===== src/design/aima_pkg.sv =====
`default_nettype none
package aima_pkg;

  localparam logic [1:0] MODE_FILE_HDR  = 2'd0;
  localparam logic [1:0] MODE_CHUNK_HDR = 2'd1;
  localparam logic [1:0] MODE_DATA      = 2'd2;
  localparam logic [1:0] MODE_SCAN      = 2'd3;

  localparam int WINDOW_DEPTH = 12;
  localparam logic [6:0] MAX_INDEX = 7'd88;

  // Commands from controller to datapath
  typedef struct packed {
    logic       load_hdr;    // take rate, predictor and index from the window
    logic       emit_init;   // present the header sample
    logic       dec_nib;     // decode one nibble
    logic [1:0] byte_sel;    // window byte to decode (0..3 = bytes 8..11)
    logic       hi_nib;      // upper nibble of that byte
  } dp_cmd_t;

  // Step size for a step index
  function automatic logic [14:0] step_lookup(input logic [6:0] idx);
    logic [14:0] s;
    case (idx)
      7'd0: s = 15'd7;       7'd1: s = 15'd8;       7'd2: s = 15'd9;
      7'd3: s = 15'd10;      7'd4: s = 15'd11;      7'd5: s = 15'd12;
      7'd6: s = 15'd13;      7'd7: s = 15'd14;      7'd8: s = 15'd16;
      7'd9: s = 15'd17;      7'd10: s = 15'd19;     7'd11: s = 15'd21;
      7'd12: s = 15'd23;     7'd13: s = 15'd25;     7'd14: s = 15'd28;
      7'd15: s = 15'd31;     7'd16: s = 15'd34;     7'd17: s = 15'd37;
      7'd18: s = 15'd41;     7'd19: s = 15'd45;     7'd20: s = 15'd50;
      7'd21: s = 15'd55;     7'd22: s = 15'd60;     7'd23: s = 15'd66;
      7'd24: s = 15'd73;     7'd25: s = 15'd80;     7'd26: s = 15'd88;
      7'd27: s = 15'd97;     7'd28: s = 15'd107;    7'd29: s = 15'd118;
      7'd30: s = 15'd130;    7'd31: s = 15'd143;    7'd32: s = 15'd157;
      7'd33: s = 15'd173;    7'd34: s = 15'd190;    7'd35: s = 15'd209;
      7'd36: s = 15'd230;    7'd37: s = 15'd253;    7'd38: s = 15'd279;
      7'd39: s = 15'd307;    7'd40: s = 15'd337;    7'd41: s = 15'd371;
      7'd42: s = 15'd408;    7'd43: s = 15'd449;    7'd44: s = 15'd494;
      7'd45: s = 15'd544;    7'd46: s = 15'd598;    7'd47: s = 15'd658;
      7'd48: s = 15'd724;    7'd49: s = 15'd796;    7'd50: s = 15'd876;
      7'd51: s = 15'd963;    7'd52: s = 15'd1060;   7'd53: s = 15'd1166;
      7'd54: s = 15'd1282;   7'd55: s = 15'd1411;   7'd56: s = 15'd1552;
      7'd57: s = 15'd1707;   7'd58: s = 15'd1878;   7'd59: s = 15'd2066;
      7'd60: s = 15'd2272;   7'd61: s = 15'd2499;   7'd62: s = 15'd2749;
      7'd63: s = 15'd3024;   7'd64: s = 15'd3327;   7'd65: s = 15'd3660;
      7'd66: s = 15'd4026;   7'd67: s = 15'd4428;   7'd68: s = 15'd4871;
      7'd69: s = 15'd5358;   7'd70: s = 15'd5894;   7'd71: s = 15'd6484;
      7'd72: s = 15'd7132;   7'd73: s = 15'd7845;   7'd74: s = 15'd8630;
      7'd75: s = 15'd9493;   7'd76: s = 15'd10442;  7'd77: s = 15'd11487;
      7'd78: s = 15'd12635;  7'd79: s = 15'd13899;  7'd80: s = 15'd15289;
      7'd81: s = 15'd16818;  7'd82: s = 15'd18500;  7'd83: s = 15'd20350;
      7'd84: s = 15'd22385;  7'd85: s = 15'd24623;  7'd86: s = 15'd27086;
      7'd87: s = 15'd29794;  7'd88: s = 15'd32767;
      default: s = 15'd32767;
    endcase
    return s;
  endfunction

  // Index adjustment for the magnitude bits of a nibble
  function automatic logic signed [4:0] index_adjust(input logic [2:0] mag);
    logic signed [4:0] a;
    case (mag)
      3'd4: a = 5'sd2;
      3'd5: a = 5'sd4;
      3'd6: a = 5'sd6;
      3'd7: a = 5'sd8;
      default: a = -5'sd1;
    endcase
    return a;
  endfunction

endpackage
`default_nettype wire


===== src/design/aud_ima_adpcm_stream_decoder_unit.sv =====
// A byte is shifted into the window and evaluated, and any samples it yields are
// decoded and held for the sink one at a time; a sink stall holds the output.
// A new byte is taken only once the last one and all its samples are through.
// When a chunk opens, held data bytes in the window are replayed. rst (synchronous,
// active high) returns to file-header mode with all state cleared.
`default_nettype none
module aud_ima_adpcm_stream_decoder_unit (
  input  wire logic        clk,
  input  wire logic        rst,
  input  wire logic        s_axis_tvalid,
  output logic             s_axis_tready,
  input  wire logic [7:0]  s_axis_tdata,   // data_byte
  input  wire logic        s_axis_tlast,   // file_end
  output logic             m_axis_tvalid,
  input  wire logic        m_axis_tready,
  output logic [31:0]      m_axis_tdata,   // pcm_sample [15:0], rate [31:16]
  output logic             m_axis_tlast    // last_of_run
);

  aima_pkg::dp_cmd_t  cmd;
  logic [7:0]         win [aima_pkg::WINDOW_DEPTH];
  logic signed [15:0] sample;
  logic [15:0]        rate;

  aima_control u_ctrl (
    .clk(clk), .rst(rst),
    .in_valid(s_axis_tvalid), .in_ready(s_axis_tready),
    .in_byte(s_axis_tdata), .in_end(s_axis_tlast),
    .out_valid(m_axis_tvalid), .out_ready(m_axis_tready), .out_last(m_axis_tlast),
    .cmd(cmd), .win(win)
  );

  aima_datapath u_dp (
    .clk(clk), .rst(rst), .cmd(cmd), .win(win), .sample(sample), .rate(rate)
  );

  assign m_axis_tdata = {rate, sample};

endmodule
`default_nettype wire


===== src/design/aima_datapath.sv =====
`default_nettype none
module aima_datapath (
  input  wire logic                 clk,
  input  wire logic                 rst,
  input  wire aima_pkg::dp_cmd_t    cmd,
  input  wire logic [7:0]           win [aima_pkg::WINDOW_DEPTH],
  output logic signed [15:0]        sample,
  output logic [15:0]               rate
);

  logic signed [15:0] predictor;
  logic [6:0]         step_index;
  logic [7:0]         cur_byte;
  logic [3:0]         nib;
  logic [14:0]        step;
  logic [16:0]        diff;
  logic signed [17:0] sum;
  logic signed [15:0] predictor_next;
  logic signed [7:0]  idx_sum;
  logic [6:0]         step_index_next;

  // Select the byte and nibble to decode
  always_comb begin
    cur_byte = win[4'd8 + {2'b00, cmd.byte_sel}];
    nib      = cmd.hi_nib ? cur_byte[7:4] : cur_byte[3:0];
  end

  // One nibble update: difference, saturate, adapt index
  always_comb begin
    step = aima_pkg::step_lookup(step_index);
    diff = {5'd0, step[14:3]};
    if (nib[0]) diff = diff + {4'd0, step[14:2]};
    if (nib[1]) diff = diff + {3'd0, step[14:1]};
    if (nib[2]) diff = diff + {2'd0, step};
    if (nib[3]) sum = $signed({{2{predictor[15]}}, predictor}) - $signed({1'b0, diff});
    else        sum = $signed({{2{predictor[15]}}, predictor}) + $signed({1'b0, diff});
    if (sum > 18'sd32767)       predictor_next = 16'sh7FFF;
    else if (sum < -18'sd32768) predictor_next = -16'sh8000;
    else                        predictor_next = sum[15:0];
    idx_sum = $signed({1'b0, step_index}) + 8'(aima_pkg::index_adjust(nib[2:0]));
    if (idx_sum < 8'sd0)                                step_index_next = 7'd0;
    else if (idx_sum > $signed({1'b0, aima_pkg::MAX_INDEX})) step_index_next = aima_pkg::MAX_INDEX;
    else                                                step_index_next = idx_sum[6:0];
  end

  // Hold decoder state
  always_ff @(posedge clk) begin
    if (rst) begin
      rate       <= 16'd0;
      predictor  <= 16'sd0;
      step_index <= 7'd0;
      sample     <= 16'sd0;
    end else begin
      if (cmd.load_hdr) begin
        rate       <= {win[1], win[0]};
        predictor  <= {win[7], win[6]};
        step_index <= (win[8] > {1'b0, aima_pkg::MAX_INDEX}) ? aima_pkg::MAX_INDEX
                                                               : win[8][6:0];
      end else if (cmd.dec_nib) begin
        predictor  <= predictor_next;
        step_index <= step_index_next;
      end
      if (cmd.emit_init) sample <= {win[7], win[6]};
      else if (cmd.dec_nib) sample <= predictor_next;
    end
  end

endmodule
`default_nettype wire


===== src/design/aima_control.sv =====
`default_nettype none
module aima_control (
  input  wire logic               clk,
  input  wire logic               rst,
  input  wire logic               in_valid,
  output logic                    in_ready,
  input  wire logic [7:0]         in_byte,
  input  wire logic               in_end,
  output logic                    out_valid,
  input  wire logic               out_ready,
  output logic                    out_last,
  output aima_pkg::dp_cmd_t       cmd,
  output logic [7:0]              win [aima_pkg::WINDOW_DEPTH]
);

  localparam logic [2:0] ST_IDLE  = 3'd0;
  localparam logic [2:0] ST_EVAL  = 3'd1;  // act on the shifted window
  localparam logic [2:0] ST_INIT  = 3'd2;  // load header values
  localparam logic [2:0] ST_START = 3'd3;  // open a chunk at header offset hdr
  localparam logic [2:0] ST_DEC   = 3'd4;  // decode one nibble
  localparam logic [2:0] ST_OUT   = 3'd5;  // result held for the sink
  localparam logic [2:0] ST_FIN   = 3'd6;  // apply end-of-file

  logic [2:0]  state;
  logic [1:0]  mode;
  logic [3:0]  pos;
  logic [15:0] left;
  logic [1:0]  cur;      // byte being decoded, 0..3 = window 8..11
  logic        hi;
  logic        ending;
  logic [2:0]  hdr;      // chunk header start h, 0..4
  logic        more;     // another nibble follows the one on the output

  logic [4:0]  mk_at;    // marker at window offsets 4..8
  logic        hit;
  logic [2:0]  hit_hdr;
  logic [15:0] sz;
  logic [15:0] left_after;
  logic        more_bytes;

  function automatic logic is_marker(input logic [7:0] b0, input logic [7:0] b1,
                                     input logic [7:0] b2, input logic [7:0] b3);
    return b0 == 8'hAF && b1 == 8'hDE && b2 == 8'h00 && b3 == 8'h00;
  endfunction

  assign in_ready = (state == ST_IDLE);

  always_comb begin
    cmd.load_hdr  = (state == ST_INIT);
    cmd.emit_init = (state == ST_INIT);
    cmd.dec_nib   = (state == ST_DEC);
    cmd.byte_sel  = cur;
    cmd.hi_nib    = hi;
  end

  // Look for the marker, the one in place first, then the earliest
  always_comb begin
    mk_at[0] = is_marker(win[4], win[5], win[6], win[7]);
    mk_at[1] = is_marker(win[5], win[6], win[7], win[8]);
    mk_at[2] = is_marker(win[6], win[7], win[8], win[9]);
    mk_at[3] = is_marker(win[7], win[8], win[9], win[10]);
    mk_at[4] = is_marker(win[8], win[9], win[10], win[11]);
    hit = |mk_at;
    if (mk_at[4])      hit_hdr = 3'd4;
    else if (mk_at[0]) hit_hdr = 3'd0;
    else if (mk_at[1]) hit_hdr = 3'd1;
    else if (mk_at[2]) hit_hdr = 3'd2;
    else               hit_hdr = 3'd3;
  end

  // Chunk size at the header offset, and the byte walk of a replay
  always_comb begin
    sz         = {win[{1'b0, hdr} + 4'd1], win[{1'b0, hdr}]};
    left_after = left - 16'd1;
    more_bytes = (left_after != 16'd0) && (cur != 2'd3);
  end

  always_ff @(posedge clk) begin
    if (rst) begin
      state <= ST_IDLE;
      mode  <= aima_pkg::MODE_FILE_HDR;
      pos   <= 4'd0;
      left  <= 16'd0;
      out_valid <= 1'b0;
      out_last  <= 1'b0;
      cur <= 2'd0; hi <= 1'b0; ending <= 1'b0; hdr <= 3'd0; more <= 1'b0;
      for (int i = 0; i < 12; i++) win[i] <= 8'd0;
    end else begin
      unique case (state)
        ST_IDLE: begin
          // Shift the beat into the window
          if (in_valid) begin
            for (int i = 0; i < 11; i++) win[i] <= win[i+1];
            win[11] <= in_byte;
            ending  <= in_end;
            state   <= ST_EVAL;
          end
        end
        ST_EVAL: begin
          unique case (mode)
            aima_pkg::MODE_FILE_HDR: begin
              if (pos >= 4'd11) begin
                pos   <= 4'd0;
                mode  <= aima_pkg::MODE_CHUNK_HDR;
                state <= ST_INIT;
              end else begin
                pos   <= pos + 4'd1;
                state <= ST_FIN;
              end
            end
            aima_pkg::MODE_CHUNK_HDR: begin
              pos <= pos + 4'd1;
              if (pos >= 4'd7 && hit) begin
                hdr   <= hit_hdr;
                state <= ST_START;
              end else begin
                if (pos >= 4'd7) mode <= aima_pkg::MODE_SCAN;
                state <= ST_FIN;
              end
            end
            aima_pkg::MODE_DATA: begin
              cur <= 2'd3; hi <= 1'b0; state <= ST_DEC;
            end
            aima_pkg::MODE_SCAN: begin
              if (mk_at[4]) begin
                hdr   <= 3'd4;
                state <= ST_START;
              end else state <= ST_FIN;
            end
          endcase
        end
        ST_INIT: begin
          out_valid <= 1'b1;
          out_last  <= 1'b1;
          more      <= 1'b0;
          state     <= ST_OUT;
        end
        ST_START: begin
          // Open the chunk; replay held data bytes when there are any
          left <= sz;
          if (hdr == 3'd4 || sz == 16'd0) begin
            pos   <= 4'd4 - {1'b0, hdr};
            mode  <= (sz != 16'd0) ? aima_pkg::MODE_DATA : aima_pkg::MODE_CHUNK_HDR;
            state <= ST_FIN;
          end else begin
            pos   <= 4'd0;
            cur   <= hdr[1:0];
            hi    <= 1'b0;
            state <= ST_DEC;
          end
        end
        ST_DEC: begin
          out_valid <= 1'b1;
          state     <= ST_OUT;
          if (!hi) begin
            out_last <= 1'b0; more <= 1'b1;
          end else if (mode == aima_pkg::MODE_DATA) begin
            out_last <= 1'b1; more <= 1'b0;
            left     <= left_after;
            if (left_after == 16'd0) begin
              mode <= aima_pkg::MODE_CHUNK_HDR; pos <= 4'd0;
            end
          end else begin
            // replay of held bytes after a chunk start
            left <= left_after;
            if (more_bytes) begin
              out_last <= 1'b0; more <= 1'b1;
            end else begin
              out_last <= 1'b1; more <= 1'b0;
              pos  <= (left_after == 16'd0) ? {2'b00, 2'd3 - cur} : 4'd0;
              mode <= (left_after != 16'd0) ? aima_pkg::MODE_DATA
                                            : aima_pkg::MODE_CHUNK_HDR;
            end
          end
        end
        ST_OUT: begin
          if (out_ready) begin
            out_valid <= 1'b0;
            if (more) begin
              state <= ST_DEC;
              if (!hi) hi <= 1'b1;
              else begin
                hi  <= 1'b0;
                cur <= cur + 2'd1;
              end
            end else state <= ST_FIN;
          end
        end
        ST_FIN: begin
          state <= ST_IDLE;
          if (ending) begin
            mode <= aima_pkg::MODE_FILE_HDR; pos <= 4'd0; left <= 16'd0;
          end
        end
        default: state <= ST_IDLE;
      endcase
    end
  end

endmodule
`default_nettype wire


===== config.mk =====
export PLATFORM = sky130hd
export DESIGN_NAME = aud_ima_adpcm_stream_decoder_unit
export DESIGN_NICKNAME = d
export VERILOG_FILES = /design/src/design/aima_pkg.sv /design/src/design/aud_ima_adpcm_stream_decoder_unit.sv /design/src/design/aima_datapath.sv /design/src/design/aima_control.sv
export SDC_FILE = /design/constraint.sdc
export NUM_CORES = 1
export LEC_CHECK = 0
export BUFFER_PORTS_ARGS = -buffer_cell sky130_fd_sc_hd__clkbuf_2
export CAP_MARGIN = 20
export CORE_UTILIZATION = 60
export CTS_BUF_LIST = sky130_fd_sc_hd__clkbuf_8 sky130_fd_sc_hd__clkbuf_16
export CTS_CLUSTER_DIAMETER = 50
export DETAILED_ROUTE_END_ITERATION = 8
export PLACE_DENSITY_LB_ADDON = 0.15
export SLEW_MARGIN = 5
export SYNTH_ARGS = -nofsm -noshare
export SYNTH_HDL_FRONTEND = slang
export SYNTH_SLANG_ARGS = --single-unit

===== constraint.sdc =====
create_clock -name clk -period 22.5 [get_ports clk]
set_clock_uncertainty 0.15 [all_clocks]
set_input_delay 1.125 -clock clk [delete_from_list [all_inputs] [get_ports clk]]
set_output_delay 1.125 -clock clk [all_outputs]
set_load 0.02 [all_outputs]

==> results_tabular.tex <==
\begin{tabular}{lr}
\hline
Metric & Value \\
\hline
\multicolumn{2}{l}{\textbf{Clock tree}} \\
CTS resizes & 0 \\
Master cell of the clock root buffer & clkbuf\_16 \\
Max H-tree Level & 4 \\
Number of buffers added to fix hold violations after cts & 0 \\
Num CTS Buffers & 17 \\
Clock tree from TritonCTS & done \\
Post-CTS setup buffers & 0 \\
Clock latency on the worst-skew pair & about 0.45 ns \\
Clock transition at the registers of the reported paths & 0.07 ns \\
Number of sinks on the clock net & 185 \\
CTS max path bufs & 2 \\
\multicolumn{2}{l}{\textbf{Floorplanning}} \\
FP Rows & 58 \\
Die X & 163 microns \\
Ports placed on the boundary & 48 \\
Die outline area & 0.0265 sq mm \\
Core Region & 0.0253 sq mm \\
Initial core utilization & 0.615 \\
Die Height & 163 microns \\
\multicolumn{2}{l}{\textbf{Power and ir drop}} \\
Tot Pwr & 0.00230 W \\
Leakage power summed over all cells & 6.23 nW \\
Largest vdd supply drop & 0.123 mV \\
Cell Pwr Density & 140 mW/mm\^{}2 \\
\multicolumn{2}{l}{\textbf{Timing}} \\
Actual slew at the worst max-slew pin & 1.08 ns \\
Max Fclk & 97.5 MHz \\
Count of final hold-check violations & 0 \\
Setup-violating endpoint count in the final report & 0 \\
Share of the cycle needed by the critical path after routing & 0.456 \\
Headroom to the max-slew limit & 0.272 \\
Post-route minimum period & 10.26 ns \\
Setup repair after global routing missed its margin & false \\
Fin Setup TNS & 0 ns \\
Number of pins exceeding their max-slew limit in the final report & 0 \\
\multicolumn{2}{l}{\textbf{Worst setup path}} \\
Arrival time reported for the critical path endpoint & 10.44 ns \\
Standard cell with the maximum stage delay on the critical path & dfxtp\_1 \\
Crit. Startpoint & u\_ctrl.cur[0]\$\_SDFFE\_PP0P\_ \\
Most prevalent standard cell on the critical path & ha\_1 \\
Crit path capture type & flip-flop \\
Crit Path Max Fanout & 33 \\
Data required time of the worst path & 22.68 ns \\
FF-to-FF path depth & 34 \\
Critical R2R Capture & u\_dp.sample[1]\$\_SDFFE\_PP0N\_ \\
Register-to-Register Setup Slack & about 12 ns \\
R2R Path Start & u\_ctrl.cur[0]\$\_SDFFE\_PP0P\_ \\
Endpoint of the most critical setup path & u\_dp.sample[1]\$\_SDFFE\_PP0N\_ \\
Setup CP Type & reg -> reg \\
Slowest cell delay on critical path & 0.89 ns \\
Startpoint kind of the worst setup timing path & flip-flop \\
\multicolumn{2}{l}{\textbf{Logic synthesis}} \\
Gate count of the mapped netlist & between 2,000 and 2,500 \\
Number of enable-type register cells in the synthesized netlist & 0 \\
Synthesized area & 0.0155 sq mm \\
Count of cell types in the netlist & 88 \\
Synthesized area per cell & 7.59 sq um \\
Dominant synthesized flop cell & dfxtp\_1 \\
Sequential-to-total area share from yosys stat & 0.239 \\
Number of warnings printed during yosys synthesis & 0 \\
Async set-reset flop share out of synthesis & 0 \\
Post-Synthesis Net Count & about 2,200 \\
Flop and latch count out of synthesis & $\sim$190 \\
\multicolumn{2}{l}{\textbf{Finish}} \\
Multi-input combinational cell area & 0.0111 sq mm \\
Post-layout utilization of the core & 0.650 \\
Number of filler cells placed in the layout & between 2,000 and 2,500 \\
Area growth from synthesis to final layout & 5.70\% \\
Storage element area & 0.00370 sq mm \\
Count of placed standard cells in the final layout, fillers left out & 2,331 \\
Diode count & 0 \\
Commonest cells after routing, fill and taps aside & 340 x nand2\_1, 236 x a21oi\_1, 184 x dfxtp\_1 \\
Most common cell after layout, fill and taps aside & nand2\_1 \\
Proportion of layout cells with a drive suffix above 1 & 0.0895 \\
Design Area, Final & between 0.015 and 0.02 sq mm \\
Final Net Count & 2,095 \\
\multicolumn{2}{l}{\textbf{Global route}} \\
First-pass GRT wire length & 78,400 microns \\
Via count of the first global-routing pass & 14,813 \\
Total track usage & 0.368 \\
Number of antenna violations at the first check in global routing & 0 \\
Pin count of the biggest net entering global routing & 98 \\
Overflow after GRT & 0 \\
\multicolumn{2}{l}{\textbf{Route}} \\
First-pass detailed-route iteration total & 6 \\
Total wirelength of the detailed-routed design & 48,900 microns \\
Post-DRT Antenna Nets & 0 \\
Violation count after the first detailed-route iteration & 1,988 \\
DR vias/cell & 6.86 \\
Overall via count from detail\_route & 15,982 \\
Detailed-route wire length per cell & 21.0 microns \\
Remaining DRCs & 0 \\
\multicolumn{2}{l}{\textbf{Place}} \\
Buffers added on ports & 47 \\
Area of placed instances & 0.0158 sq mm \\
Half-perimeter wire length after detailed placement & around 34,000 microns \\
Routability congestion estimate from global placement & 0.979 \\
Placed insts & 2,298 \\
\multicolumn{2}{l}{\textbf{Outcome}} \\
Result of the run & finished, final reports clean \\
\multicolumn{2}{l}{\textbf{Worst hold path}} \\
Hold WC Path Type & reg -> reg \\
\multicolumn{2}{l}{\textbf{Run}} \\
Max Cap Viol & 0 \\
\hline
\end{tabular}
-- layout make-up --
type	count	share of cell area
repair buffers	68	0.0246
inverters	59	0.0135
well taps	330	0.0252
clock inverters	15	0.0113
clock buffers	17	0.0259
flip-flops and latches	185	0.226
multi-input cells	1657	0.674
-- flip-flops by register name, summed over array words and instances, names as in the netlist, 3 cells and up --
register / count
u_dp.step: 15
u_ctrl.win: 96
u_ctrl.hdr: 3
u_ctrl.left: 16
u_dp.sample: 16
u_dp.step_index: 7
u_dp.rate: 16
u_ctrl.state: 3
u_ctrl.pos: 4
-- per-layer routing --
metal / part of all wire / up-vias / GRT usage
li1: - / 7468 / -
met1: 0.40 / 7534 / 0.459
met2: 0.47 / 803 / 0.608
met3: 0.076 / 177 / 0.0550
met4: 0.053 / 0 / 0.203
met5: 0 / - / 0
-- per-stage QoR --
step | setup WS [ns] | hold WS [ns]
2_1_floorplan | 14.25 | 0.286
5_1_grt | 11.57 | 0.338
3_5_place_dp | 12.51 | 0.296
3_3_place_gp | 12.76 | 0.291
6_report | 12.24 | 0.304
4_1_cts | 12.40 | 0.306
-- cells by family (layout without fill, tap and decap cells) --
logic type / after synthesis / in the layout / share of synthesized area
AO/OA/AOI/OAI: 659 / 659 / 0.279
XOR/XNOR: 61 / 61 / 0.0344
adder cells (fa/ha/maj): 95 / 95 / 0.0783
buffers and inverters: 203 / 159 / 0.0513
flip-flops: 185 / 185 / 0.239
multiplexers: 101 / 101 / 0.0948
AND/OR/NAND/NOR: 741 / 741 / 0.224
-- worst min-delay path by stage --
stage / end / cells after the start / slack [ns] / startpoint
5_1_grt: u_dp.rate[6]$_SDFFE_PP0P_ / 2 / 0.34 / u_dp.rate[6]$_SDFFE_PP0P_
4_1_cts: u_dp.rate[2]$_SDFFE_PP0P_ / 2 / 0.31 / u_dp.rate[2]$_SDFFE_PP0P_
6_report: u_dp.rate[1]$_SDFFE_PP0P_ / 2 / 0.30 / u_dp.rate[1]$_SDFFE_PP0P_
2_1_floorplan: u_ctrl.ending$_SDFFE_PP0P_ / 2 / 0.29 / u_ctrl.ending$_SDFFE_PP0P_
3_3_place_gp: u_dp.rate[2]$_SDFFE_PP0P_ / 2 / 0.29 / u_dp.rate[2]$_SDFFE_PP0P_
3_5_place_dp: u_dp.rate[2]$_SDFFE_PP0P_ / 2 / 0.30 / u_dp.rate[2]$_SDFFE_PP0P_
-- power by group --
part | switching [W] | internal (W)
Sequential | 0.0000738 | 0.000371
Clock | 0.000155 | 0.000160
Combinational | 0.000971 | 0.000566
-- synth_stat cells (all sizes together), types with 40 or more instances --
| cell type | count | area share |
|---|---|---|
| nand2 | 341 | 0.082 |
| a21oi | 236 | 0.076 |
| dfxtp | 185 | 0.24 |
| nor2 | 130 | 0.031 |
| clkbuf | 111 | 0.027 |
| o21ai | 96 | 0.031 |
| ha | 90 | 0.073 |
| nor3 | 58 | 0.020 |
| mux2i | 54 | 0.035 |
| inv | 52 | 0.013 |
| nand3 | 43 | 0.014 |
| xnor2 | 40 | 0.023 |
-- critical path: cells and delay by family, from the launching register on --
| kind | cells | cell delay (ns) |
|---|---|---|
| fa+ha+maj | 4 | 0.95 |
| simple gates | 7 | 1.64 |
| buf+inv | 1 | 0.10 |
| compound gates | 16 | 4.13 |
| xor+xnor | 3 | 0.91 |
| mux | 3 | 1.35 |
| flops | 1 | 0.89 |
Power figures use the tool's default switching activity.
